==> config.mk <==
export PLATFORM = sky130hd
export DESIGN_NAME = rms_amplitude_estimator_core
export DESIGN_NICKNAME = d
export VERILOG_FILES = /design/src/design/rae_pkg.sv /design/src/design/rms_amplitude_estimator_core.sv /design/src/design/rae_front.sv /design/src/design/rae_queue.sv /design/src/design/rae_back.sv
export SDC_FILE = /design/constraint.sdc
export NUM_CORES = 2
export LEC_CHECK = 0
export ABC_AREA = 1
export BUFFER_PORTS_ARGS = -buffer_cell sky130_fd_sc_hd__buf_2
export CAP_MARGIN = 20
export CORE_MARGIN = 1.5
export CORE_UTILIZATION = 55
export DETAILED_ROUTE_END_ITERATION = 10
export HOLD_SLACK_MARGIN = 0.03
export PLACE_DENSITY_LB_ADDON = 0.15
export SKIP_CTS_REPAIR_TIMING = 1
export SLEW_MARGIN = 5
export SYNTH_ARGS = -nofsm -noshare
export SYNTH_HDL_FRONTEND = slang
export SYNTH_HIERARCHICAL = 1
export SYNTH_SLANG_ARGS = --single-unit
==> constraint.sdc <==
create_clock -name clk -period 11.8 [get_ports clk]
set_clock_uncertainty 0.2 [all_clocks]
set_input_delay 1.18 -clock clk [delete_from_list [all_inputs] [get_ports clk]]
set_output_delay 1.18 -clock clk [all_outputs]
set_load 0.01 [all_outputs]
==> src/design/rae_pkg.sv <==
// Shared types, constants and width helpers for the RMS amplitude estimator.
package rae_pkg;

    localparam int MAX_SAMPLES_DEFAULT = 4096;
    localparam int QUEUE_DEPTH         = 2;
    localparam int SAMPLE_W            = 16;
    localparam int AMP_W               = 16;

    typedef struct packed {
        logic signed [SAMPLE_W-1:0] sample;
        logic                       last_sample;
    } in_item_t;

    typedef struct packed {
        logic [AMP_W-1:0] amplitude;
        logic             overflow;
    } out_item_t;

    // sample count, able to hold max_samples itself
    function automatic int cnt_width(input int max_samples);
        return $clog2(max_samples + 1);
    endfunction

    // signed running sum: |sum| <= 2^15 * max_samples
    function automatic int sum_width(input int max_samples);
        return SAMPLE_W + $clog2(max_samples);
    endfunction

    // sum of squares: each square <= 2^30
    function automatic int sq_width(input int max_samples);
        return 2 * SAMPLE_W - 1 + $clog2(max_samples);
    endfunction

    // one closed block: sum, sum of squares, count, overflow flag
    function automatic int totals_width(input int max_samples);
        return sum_width(max_samples) + sq_width(max_samples) + cnt_width(max_samples) + 1;
    endfunction

endpackage

==> src/design/rms_amplitude_estimator_core.sv <==
// Top level of the RMS amplitude estimator: front end, block queue, back end.
//
// Usage:
//   sample channel: one signed Q1.14 sample per item; last_sample closes the block.
//   result channel: one item per closed block, amplitude sqrt(2*variance) as
//   unsigned Q2.14 (truncated, saturated at 65535) and an overflow flag set when
//   samples beyond MAX_SAMPLES were dropped from that block.
//   Samples are taken one per cycle while sample_stall is low. A closed block passes
//   through a two-entry queue to the back end, which runs a shift-add multiplier
//   for n*Q and for S*S, a bit-pair square root and a restoring divide, one step
//   per cycle. Loading happens in the idle state; the difference and the output
//   step have states of their own. The back end works on one block at a time
//   and takes the next block from the queue only once the last result is in
//   the output register.
//   sample_stall rises only when the queue holds two closed blocks waiting.
//   A stalled result is held steady in the output register; the back end then
//   waits with its next result and the queue fills behind it.
//   Reset clears the accumulators, the queue and the result valid.
module rms_amplitude_estimator_core #(
    parameter int MAX_SAMPLES = rae_pkg::MAX_SAMPLES_DEFAULT
) (
    input  logic               clk,
    input  logic               rst_n,
    input  logic               sample_valid,
    output logic               sample_stall,
    input  rae_pkg::in_item_t  sample_item,
    output logic               result_valid,
    input  logic               result_stall,
    output rae_pkg::out_item_t result_item
);

    import rae_pkg::*;

    localparam int TW = totals_width(MAX_SAMPLES);

    logic          push;
    logic [TW-1:0] totals;
    logic          q_full;
    logic          q_pop;
    logic [TW-1:0] q_data;
    logic          q_valid;

    rae_front #(
        .MAX_SAMPLES (MAX_SAMPLES)
    ) u_front (
        .clk          (clk),
        .rst_n        (rst_n),
        .sample_valid (sample_valid),
        .sample_stall (sample_stall),
        .sample_item  (sample_item),
        .push         (push),
        .totals       (totals),
        .q_full       (q_full)
    );

    rae_queue #(
        .W     (TW),
        .DEPTH (QUEUE_DEPTH)
    ) u_queue (
        .clk       (clk),
        .rst_n     (rst_n),
        .push      (push),
        .wr_data   (totals),
        .full      (q_full),
        .pop       (q_pop),
        .rd_data   (q_data),
        .not_empty (q_valid)
    );

    rae_back #(
        .MAX_SAMPLES (MAX_SAMPLES)
    ) u_back (
        .clk          (clk),
        .rst_n        (rst_n),
        .q_valid      (q_valid),
        .q_pop        (q_pop),
        .q_data       (q_data),
        .result_valid (result_valid),
        .result_stall (result_stall),
        .result_item  (result_item)
    );

endmodule

==> src/design/rae_front.sv <==
// Front end: accepts samples and accumulates sum, sum of squares and count per block.
module rae_front #(
    parameter int  MAX_SAMPLES = rae_pkg::MAX_SAMPLES_DEFAULT,
    localparam int TW          = rae_pkg::totals_width(MAX_SAMPLES)
) (
    input  logic              clk,
    input  logic              rst_n,
    input  logic              sample_valid,
    output logic              sample_stall,
    input  rae_pkg::in_item_t sample_item,
    output logic              push,
    output logic [TW-1:0]     totals,
    input  logic              q_full
);

    import rae_pkg::*;

    localparam int CW = cnt_width(MAX_SAMPLES);
    localparam int SW = sum_width(MAX_SAMPLES);
    localparam int QW = sq_width(MAX_SAMPLES);

    typedef struct packed {
        logic signed [SW-1:0] sum;
        logic [QW-1:0]        sq;
        logic [CW-1:0]        cnt;
        logic                 ovf;
    } totals_t;

    logic signed [SW-1:0]       sum_reg, sum_next;
    logic [QW-1:0]              sq_reg, sq_next;
    logic [CW-1:0]              cnt_reg, cnt_next;
    logic                       ovf_reg, ovf_next;
    logic signed [2*SAMPLE_W-1:0] square;
    logic                       accept;
    logic                       room;
    totals_t                    tot;

    assign sample_stall = q_full;
    assign accept       = sample_valid && !q_full;
    assign room         = cnt_reg < CW'(MAX_SAMPLES);
    assign square       = sample_item.sample * sample_item.sample;

    always_comb
    begin
        sum_next = sum_reg;
        sq_next  = sq_reg;
        cnt_next = cnt_reg;
        ovf_next = ovf_reg;
        if (room)
        begin
            sum_next = sum_reg + SW'(sample_item.sample);
            sq_next  = sq_reg + QW'(square[2*SAMPLE_W-2:0]);
            cnt_next = cnt_reg + CW'(1);
        end
        else
        begin
            ovf_next = 1'b1;
        end
    end

    // block totals include the closing item
    always_comb
    begin
        tot.sum = sum_next;
        tot.sq  = sq_next;
        tot.cnt = cnt_next;
        tot.ovf = ovf_next;
    end

    assign totals = tot;
    assign push   = accept && sample_item.last_sample;

    always_ff @(posedge clk or negedge rst_n)
    begin
        if (!rst_n)
        begin
            sum_reg <= '0;
            sq_reg  <= '0;
            cnt_reg <= '0;
            ovf_reg <= 1'b0;
        end
        else if (accept)
        begin
            if (sample_item.last_sample)
            begin
                sum_reg <= '0;
                sq_reg  <= '0;
                cnt_reg <= '0;
                ovf_reg <= 1'b0;
            end
            else
            begin
                sum_reg <= sum_next;
                sq_reg  <= sq_next;
                cnt_reg <= cnt_next;
                ovf_reg <= ovf_next;
            end
        end
    end

endmodule

==> src/design/rae_queue.sv <==
// Short queue of closed block totals between front and back end.
module rae_queue #(
    parameter int W     = 8,
    parameter int DEPTH = rae_pkg::QUEUE_DEPTH
) (
    input  logic         clk,
    input  logic         rst_n,
    input  logic         push,
    input  logic [W-1:0] wr_data,
    output logic         full,
    input  logic         pop,
    output logic [W-1:0] rd_data,
    output logic         not_empty
);

    localparam int PW = (DEPTH > 1) ? $clog2(DEPTH) : 1;
    localparam int FW = $clog2(DEPTH + 1);

    logic [W-1:0]  entry_reg [DEPTH];
    logic [PW-1:0] wr_ptr_reg;
    logic [PW-1:0] rd_ptr_reg;
    logic [FW-1:0] fill_reg;
    logic          do_push;
    logic          do_pop;

    assign full      = fill_reg == FW'(DEPTH);
    assign not_empty = fill_reg != '0;
    assign do_push   = push && !full;
    assign do_pop    = pop && not_empty;
    assign rd_data   = entry_reg[rd_ptr_reg];

    always_ff @(posedge clk)
    begin
        if (do_push)
        begin
            entry_reg[wr_ptr_reg] <= wr_data;
        end
    end

    always_ff @(posedge clk or negedge rst_n)
    begin
        if (!rst_n)
        begin
            wr_ptr_reg <= '0;
            rd_ptr_reg <= '0;
            fill_reg   <= '0;
        end
        else
        begin
            if (do_push)
            begin
                wr_ptr_reg <= (wr_ptr_reg == PW'(DEPTH - 1)) ? '0 : wr_ptr_reg + PW'(1);
            end
            if (do_pop)
            begin
                rd_ptr_reg <= (rd_ptr_reg == PW'(DEPTH - 1)) ? '0 : rd_ptr_reg + PW'(1);
            end
            if (do_push && !do_pop)
            begin
                fill_reg <= fill_reg + FW'(1);
            end
            else if (do_pop && !do_push)
            begin
                fill_reg <= fill_reg - FW'(1);
            end
        end
    end

endmodule

==> src/design/rae_back.sv <==
// Back end: n*Q - S*S, square root of twice that, divide by n, saturate, result register.
module rae_back #(
    parameter int  MAX_SAMPLES = rae_pkg::MAX_SAMPLES_DEFAULT,
    localparam int TW          = rae_pkg::totals_width(MAX_SAMPLES)
) (
    input  logic               clk,
    input  logic               rst_n,
    input  logic               q_valid,
    output logic               q_pop,
    input  logic [TW-1:0]      q_data,
    output logic               result_valid,
    input  logic               result_stall,
    output rae_pkg::out_item_t result_item
);

    import rae_pkg::*;

    localparam int CW   = cnt_width(MAX_SAMPLES);
    localparam int SW   = sum_width(MAX_SAMPLES);
    localparam int QW   = sq_width(MAX_SAMPLES);
    localparam int AW   = CW + QW;
    localparam int PW   = ((AW > 2 * SW) ? AW : 2 * SW) + 1;
    localparam int XW   = PW + (PW % 2);
    localparam int RW   = XW / 2;
    localparam int RMW  = RW + 3;
    localparam int CTW  = $clog2(PW + 1);

    typedef struct packed {
        logic signed [SW-1:0] sum;
        logic [QW-1:0]        sq;
        logic [CW-1:0]        cnt;
        logic                 ovf;
    } totals_t;

    typedef enum logic [6:0] {
        ST_IDLE  = 7'b0000001,
        ST_MUL_A = 7'b0000010,
        ST_MUL_B = 7'b0000100,
        ST_DIFF  = 7'b0001000,
        ST_SQRT  = 7'b0010000,
        ST_DIV   = 7'b0100000,
        ST_DONE  = 7'b1000000
    } state_t;

    state_t          state_reg, state_next;
    logic [CTW-1:0]  cnt_reg, cnt_next;
    logic [CW-1:0]   n_reg, n_next;
    logic            ovf_reg, ovf_next;
    logic [PW-1:0]   mcand_reg, mcand_next;
    logic [SW-1:0]   mplier_reg, mplier_next;
    logic [PW-1:0]   acc_reg, acc_next;
    logic [PW-1:0]   prod_a_reg, prod_a_next;
    logic [XW-1:0]   xs_reg, xs_next;
    logic [RMW-1:0]  rem_reg, rem_next;
    logic [RW-1:0]   root_reg, root_next;
    logic [CW-1:0]   drem_reg, drem_next;
    logic            out_valid_reg, out_valid_next;
    out_item_t       out_reg, out_next;

    totals_t         tot;
    logic [SW-1:0]   mag;
    logic [PW-1:0]   acc_sum;
    logic [PW-1:0]   diff;
    logic [RMW-1:0]  rem_sh;
    logic [RMW-1:0]  trial;
    logic [CW:0]     dpart;
    logic            qbit;
    logic            slot_free;

    assign tot     = q_data;
    assign mag     = tot.sum[SW-1] ? SW'(~tot.sum + SW'(1)) : SW'(tot.sum);
    assign acc_sum = acc_reg + (mplier_reg[0] ? mcand_reg : '0);
    assign diff    = (prod_a_reg > acc_reg) ? prod_a_reg - acc_reg : '0;

    // one result bit of the root per step, two radicand bits in
    assign rem_sh  = {rem_reg[RMW-3:0], xs_reg[XW-1:XW-2]};
    assign trial   = RMW'({root_reg, 2'b01});

    // restoring division, one quotient bit per step
    assign dpart   = {drem_reg, root_reg[RW-1]};
    assign qbit    = dpart >= (CW + 1)'(n_reg);

    assign slot_free = !out_valid_reg || !result_stall;
    assign q_pop     = (state_reg == ST_IDLE) && q_valid;

    always_comb
    begin
        state_next     = state_reg;
        cnt_next       = cnt_reg;
        n_next         = n_reg;
        ovf_next       = ovf_reg;
        mcand_next     = mcand_reg;
        mplier_next    = mplier_reg;
        acc_next       = acc_reg;
        prod_a_next    = prod_a_reg;
        xs_next        = xs_reg;
        rem_next       = rem_reg;
        root_next      = root_reg;
        drem_next      = drem_reg;
        out_next       = out_reg;
        out_valid_next = out_valid_reg && result_stall;

        unique case (state_reg)
            ST_IDLE:
            begin
                if (q_valid)
                begin
                    n_next      = tot.cnt;
                    ovf_next    = tot.ovf;
                    mcand_next  = PW'(tot.sq);
                    mplier_next = SW'(tot.cnt);
                    acc_next    = '0;
                    prod_a_next = PW'(mag);
                    cnt_next    = CTW'(CW);
                    state_next  = ST_MUL_A;
                end
            end
            ST_MUL_A:
            begin
                acc_next    = acc_sum;
                mcand_next  = mcand_reg << 1;
                mplier_next = mplier_reg >> 1;
                cnt_next    = cnt_reg - CTW'(1);
                if (cnt_reg == CTW'(1))
                begin
                    // magnitude of the sum was parked in prod_a_reg
                    mcand_next  = prod_a_reg;
                    mplier_next = prod_a_reg[SW-1:0];
                    prod_a_next = acc_sum;
                    acc_next    = '0;
                    cnt_next    = CTW'(SW);
                    state_next  = ST_MUL_B;
                end
            end
            ST_MUL_B:
            begin
                acc_next    = acc_sum;
                mcand_next  = mcand_reg << 1;
                mplier_next = mplier_reg >> 1;
                cnt_next    = cnt_reg - CTW'(1);
                if (cnt_reg == CTW'(1))
                begin
                    state_next = ST_DIFF;
                end
            end
            ST_DIFF:
            begin
                xs_next    = XW'({diff, 1'b0});
                rem_next   = '0;
                root_next  = '0;
                cnt_next   = CTW'(RW);
                state_next = ST_SQRT;
            end
            ST_SQRT:
            begin
                xs_next  = xs_reg << 2;
                cnt_next = cnt_reg - CTW'(1);
                if (rem_sh >= trial)
                begin
                    rem_next  = rem_sh - trial;
                    root_next = {root_reg[RW-2:0], 1'b1};
                end
                else
                begin
                    rem_next  = rem_sh;
                    root_next = {root_reg[RW-2:0], 1'b0};
                end
                if (cnt_reg == CTW'(1))
                begin
                    drem_next  = '0;
                    cnt_next   = CTW'(RW);
                    state_next = ST_DIV;
                end
            end
            ST_DIV:
            begin
                // root_reg shifts out dividend bits and takes in quotient bits
                drem_next = qbit ? CW'(dpart - (CW + 1)'(n_reg)) : dpart[CW-1:0];
                root_next = {root_reg[RW-2:0], qbit};
                cnt_next  = cnt_reg - CTW'(1);
                if (cnt_reg == CTW'(1))
                begin
                    state_next = ST_DONE;
                end
            end
            ST_DONE:
            begin
                if (slot_free)
                begin
                    if (n_reg == '0)
                    begin
                        out_next.amplitude = '0;
                    end
                    else if (|root_reg[RW-1:AMP_W])
                    begin
                        out_next.amplitude = '1;
                    end
                    else
                    begin
                        out_next.amplitude = root_reg[AMP_W-1:0];
                    end
                    out_next.overflow = ovf_reg;
                    out_valid_next    = 1'b1;
                    state_next        = ST_IDLE;
                end
            end
            default:
            begin
                state_next = ST_IDLE;
            end
        endcase
    end

    always_ff @(posedge clk)
    begin
        n_reg      <= n_next;
        ovf_reg    <= ovf_next;
        mcand_reg  <= mcand_next;
        mplier_reg <= mplier_next;
        acc_reg    <= acc_next;
        prod_a_reg <= prod_a_next;
        xs_reg     <= xs_next;
        rem_reg    <= rem_next;
        root_reg   <= root_next;
        drem_reg   <= drem_next;
        out_reg    <= out_next;
    end

    always_ff @(posedge clk or negedge rst_n)
    begin
        if (!rst_n)
        begin
            state_reg     <= ST_IDLE;
            cnt_reg       <= '0;
            out_valid_reg <= 1'b0;
        end
        else
        begin
            state_reg     <= state_next;
            cnt_reg       <= cnt_next;
            out_valid_reg <= out_valid_next;
        end
    end

    assign result_valid = out_valid_reg;
    assign result_item  = out_reg;

endmodule

Word level (Yosys, flattened, before mapping)
Memories as Yosys holds them, arrays and structs flattened.
Cells that the tools add are included.
Cells by class
  add/subtract/negate cells: 13
  multipliers: 1
  $lt $le $gt $ge: 4
  equality and inequality tests: 15
  mux-type cells: 51
  bitwise gates (word level): 1
  reductions and logical operators: 32
Operators by type and width (count)
  2-to-1 mux 57 bit: 8
  case mux 57 bit (3 select lines): 2
  2-to-1 mux 28 bit: 5
  case mux 58 bit (2 select lines): 1
  case mux 57 bit (2 select lines): 1
  case mux 29 bit (3 select lines): 1
  2-to-1 mux 43 bit: 2
  case mux 28 bit (3 select lines): 1
  case mux 30 bit (2 select lines): 1
  adder 57 bit: 1
  > comparator 57 bit: 1
  subtractor 57 bit: 1
  2-to-1 mux 13 bit: 4
  case mux 7 bit (7 select lines): 1
  adder 43 x 31 -> 43 bit: 1
  2-to-1 mux 7 bit: 6
  greater-or-equal comparator 32 x 31 -> 1 bit: 1
  multiplier 16 x 16 -> 31 bit: 1
  2-to-1 mux 30 bit: 1
  case mux 6 bit (5 select lines): 1
  subtractor 30 bit: 1
  adder 28 x 16 -> 28 bit: 1
  adder 28 x 2 -> 28 bit (second input constant): 1
  inverter 28 bit: 1
  other kinds (35): 72
Storage, ports and cells
  register bits after elaboration: 463
  RAM bits: 170
  bits of input ports: 21
  memories kept: 1
Memories
  u_queue.entry_reg: words 2, bits a word 85, rd ports 1, clocked after memory_dff 0, wr ports 1, RTL line rae_queue.sv:19  | logic [W-1:0] entry_reg [DEPTH];

Depth between registers and ports, before layout
  depth after elaboration: 9
  depth in mapped cells: 39
  mapped depth without buffers: 38

Hierarchy
The synthesis kept the hierarchy.
Modules (own cells, without submodules)
  rae_back: times used 1, cells each 4074, area an instance 28661.2 um^2, sequential area each 11131.9 um^2
  rae_front: times used 1, cells each 2693, area an instance 18333.8 um^2, sequential area each 2127.0 um^2
  rae_queue: times used 1, cells each 476, area an instance 6424.9 um^2, sequential area each 5205.0 um^2

Least setup slack after synthesis
No wires, ideal clock.
  path kind: input port to flip-flop
  from: input port sample_item[4] (netlist bit)
  to: memory u_queue/entry_reg[0][53] (netlist bit), data pin
  setup time: 0.252 ns
  arrival: 7.384 ns
  path slack: 3.965 ns
  stages: 30
  path buffers: 2
  cells stage by stage: clkbuf_1 > clkbuf_1 > nand2_1 > fa_1 > fa_1 > fa_1 > inv_1 > fa_1 > fa_1 > inv_1 > fa_1 > inv_1 > ha_1 > a21oi_1 > a21boi_0 > nand2_1 > a21oi_1 > o21ai_0 > xor2_1 > ha_1 > nand2_2 > inv_1 > a21oi_1 > o21ai_0 > a21oi_1 > nand2_2 > nand2_1 > nand2_1 > nand2_1 > inv_1
On the way
  longest elaborated chain between the ends: 3
RTL lines
  start: declaration: RTL line rms_amplitude_estimator_core.sv:26  | input rae_pkg::in_item_t sample_item,
  multiplier 16 x 16 -> 31 bit: RTL line rae_front.sv:41  | assign square = sample_item.sample * sample_item.sample;
  adder 43 x 31 -> 43 bit: RTL line rae_front.sv:52  | sq_next = sq_reg + QW'(square[2*SAMPLE_W-2:0]);
  2-to-1 mux 43 bit: RTL line rae_front.sv:49  | if (room)
  named net totals[53]: RTL line rms_amplitude_estimator_core.sv:37  | logic [TW-1:0] totals;
  end: declaration: RTL line rae_queue.sv:19
The timed path passes the listed nets, and every way through them passes these cells.

Final worst setup path
  from: input port sample_item[16] (netlist bit)
  to: memory u_queue/entry_reg[0][48] (netlist bit), data pin
Same word-level chain as after synthesis.

==> impl_metrics.env <==
export IMPL_synth_compound_area_share_pct=8.48
export IMPL_min_from="u_back/ovf_reg"
export IMPL_rsz0062_at_grt="false"
export IMPL_multi_input_area_sq_um=29000
export IMPL_grt_max_degree=89
export IMPL_seq_area_sq_um=18500
export IMPL_wl_met3_mm=13.9
export IMPL_drtIter0Drc=4681
export IMPL_r2r_start="u_back/mplier_reg[0]"
export IMPL_die_area_sq_um=99000
export IMPL_final_nets=7788
export IMPL_grt_pass1_wl_mm=255
export IMPL_grt_pass1_vias=45300
export IMPL_cts_sinks=632
export IMPL_synth_edf_count=529
export IMPL_hold_end="u_back/result_item[0]"
export IMPL_met2_length_mm=73.4
export IMPL_yosysUniqueCellTypes=62
export IMPL_path_clk_slew_ns=0.06
export IMPL_ys_top_cells_by_area="edfxtp_1 (30%), nand2_1 (17%), inv_1 (9.7%)"
export IMPL_die_height_microns=315
export IMPL_antenna_found_initial=3
export IMPL_worstSetupStartpointType="primary input"
export IMPL_cpMostUsedCell="inv_1"
export IMPL_core_area_sq_um=96400
export IMPL_clk_root_buffer_cell="clkbuf_16"
export IMPL_wl_met1_mm=73.0
export IMPL_syn_inst=7243
export IMPL_tns_ns=0
export IMPL_top_layer="met5"
export IMPL_synth_xor_area_share_pct=2.44
export IMPL_synth_ff_type="edfxtp_1"
export IMPL_ioPinCount=40
export IMPL_portBuffers=39
export IMPL_numCtsBuffers=74
export IMPL_dr_pass1_iters=6
export IMPL_syn_cell_area_sq_um=53400
export IMPL_dp_hpwl_mm=130
export IMPL_yosysTopAreaCell="edfxtp_1"
export IMPL_drt_wl_total_mm=165
export IMPL_fillers=9117
export IMPL_slowest_delay_ns=0.67
export IMPL_grt_total_usage_pct=33.4
export IMPL_min_path_cells=0
export IMPL_tightest_slew_ns=0.999
export IMPL_drv_cap=0
export IMPL_row_count=114
export IMPL_drive_gt1_share_pct=4.23
export IMPL_htree_levels=3
export IMPL_synth_adder_area_share_pct=16.0
export IMPL_cts_tree="done"
export IMPL_final_max_slew_viol_count=0
export IMPL_ys_seq_elements=632
export IMPL_fin_crit_sh_pct=75.8
export IMPL_vias=47100
export IMPL_end_kind="register"
export IMPL_ant_nets=0
export IMPL_slew_headroom_pct=33.4
export IMPL_fmax_ghz=0.112
export IMPL_clkLatencyLatePin_ns=0.64
export IMPL_ys_async_sr_fraction_pct=16.3
export IMPL_fin_crit_ns=8.94
export IMPL_initial_utilization_pct=55.4
export IMPL_hp_class="register to register"
export IMPL_chipWidth_microns=315
export IMPL_synth_top_family_by_area="simple AND/OR/NAND/NOR gates"
export IMPL_cp_data_arrival_time_ns=9.12
export IMPL_synth_nets=7807
export IMPL_hold_viol_final=0
export IMPL_critPathSlowestCell="clkinv_1"
export IMPL_r2r_end="u_back/prod_a_reg[34]"
export IMPL_place_congestion=1.02
export IMPL_setup_viol=0
export IMPL_required_ns=11.97
export IMPL_drc=0
export IMPL_r2r_worst_path_cells=19
export IMPL_run_status="completed"
export IMPL_vias_per_cell=5.50
export IMPL_yosys_area_share_simple_pct=27.2
export IMPL_largest_register_ff_count=170
export IMPL_cts_path_max_buffers=3
export IMPL_synth_top_area_share_pct=29.7
export IMPL_synthToLayoutAreaGrowth_pct=7.22
export IMPL_seq_area_frac_synth_pct=34.6
export IMPL_worst_path_max_fanout=35
export IMPL_ys_warn_count=6
export IMPL_r2r_slack_ns=7.21
export IMPL_synth_avg_cell_area_sq_um=7.38
export IMPL_overflow=0
export IMPL_muxShareOfSynthArea_pct=0
export IMPL_wl_per_cell_microns=19.3
export IMPL_worst_setup_path_type="primary input to register"
## metrics by stage
| stage | cell area [sq um] | setup WS, ns | cells | hold WS (ns) | util (%) |
|---|---|---|---|---|---|
| final | 57300 | 2.86 | 8563 | 0.222 | 59.4 |
| after global routing | 57300 | 2.40 | 8562 | 0.235 | 59.4 |
| after CTS | 57300 | 2.97 | 8562 | 0.220 | 59.4 |
| after detailed placement | 54700 | 2.34 | 8424 | 0.207 | 56.8 |
| after global placement | 54700 | 2.45 | 8423 | 0.218 | 56.7 |
| after floorplan | 53400 | 3.96 | 7243 | 0.200 | - |
## synth_stat cells (4+ instances only)
cell and number:
buf_6 11, a22o_1 9, or2_2 30, a21oi_1 310, o21a_1 9, nor2_1 554, nor2_2 16, edfxtp_1 529
inv_2 15, o21bai_1 36, a32oi_1 6, nor4_1 17, a31oi_1 11, o211ai_1 54, clkbuf_1 97, nand4_1 83
nand3_2 8, nor2_4 4, a32o_1 14, xor2_1 61, buf_1 8, a21o_1 9, nand2_1 2357, nand3b_1 38
nand3_1 343, o21ai_0 271, o21ai_1 36, and2_1 14, buf_4 6, xnor2_1 88, ha_1 312, a21boi_0 5
nor3_1 54, nand2_2 18, inv_1 1384, fa_1 231, dfrtp_1 102, buf_2 42, o22ai_1 11
## how the worst max path moves through the flow
| stage | from | to | slack, ns | depth (start not counted) |
|---|---|---|---|---|
| 4_1_cts | sample_item[16] | u_queue/entry_reg[0][48] | 2.97 | 29 |
| 2_1_floorplan | sample_item[4] | u_queue/entry_reg[0][53] | 3.96 | 30 |
| 6_report | sample_item[16] | u_queue/entry_reg[0][48] | 2.86 | 32 |
| 3_5_place_dp | sample_item[16] | u_queue/entry_reg[0][48] | 2.34 | 29 |
| 3_3_place_gp | sample_item[16] | u_queue/entry_reg[0][48] | 2.45 | 33 |
| 5_1_grt | sample_item[16] | u_front/sq_reg[31] | 2.40 | 35 |
## area by class of cell
class,count,area share (%)
Multi-Input combinational cell,5044,50.6
Sequential cell,632,32.2
Inverter,1402,9.20
Clock buffer,93,3.56
Tap cell,1276,2.79
Clock inverter,45,0.893
Timing Repair Buffer,70,0.765
Antenna cell,1,0.00437
## critical path: cells and delay by family
kind                       cells  cell delay (ns)
adders and majority gates      8             3.28
and+or+nand+nor               11             1.99
AOI/OAI and AO/OA              3             0.54
buffers and inverters          8             1.68
xor gates and xnor gates       2             0.45
## per-layer routing
layer  vias up  track usage [%]
met2      1733             52.6
met1     22300             46.9
met4         4             9.94
li1      22800                -
met5         -                0
met3       246             6.16
## logic make-up after synthesis
kind of cell / Yosys count
flops: 632
buf+inv: 1567
fa+ha+maj: 543
compound gates: 802
simple gates: 3550
xor+xnor: 149
## cells in the final DEF (no fill, tap or decap), drive strengths merged, types with 36 or more instances in the layout
cell type | netlist | routed
fa | 231 | 231
buf | 67 | 70
nand2 | 2376 | 2376
nor3 | 56 | 56
o21ai | 310 | 310
clkbuf | 98 | 93
xnor2 | 88 | 88
nand4 | 84 | 84
nand3b | 38 | 38
edfxtp | 529 | 529
nand3 | 351 | 351
xor2 | 61 | 61
o211ai | 54 | 54
a21oi | 313 | 313
nor2 | 574 | 574
ha | 312 | 312
o21bai | 36 | 36
inv | 1399 | 1405
dfrtp | 102 | 102
Power is not shown: default switching activity piles up to over one toggle a cycle in this logic, so the estimate is an artifact.
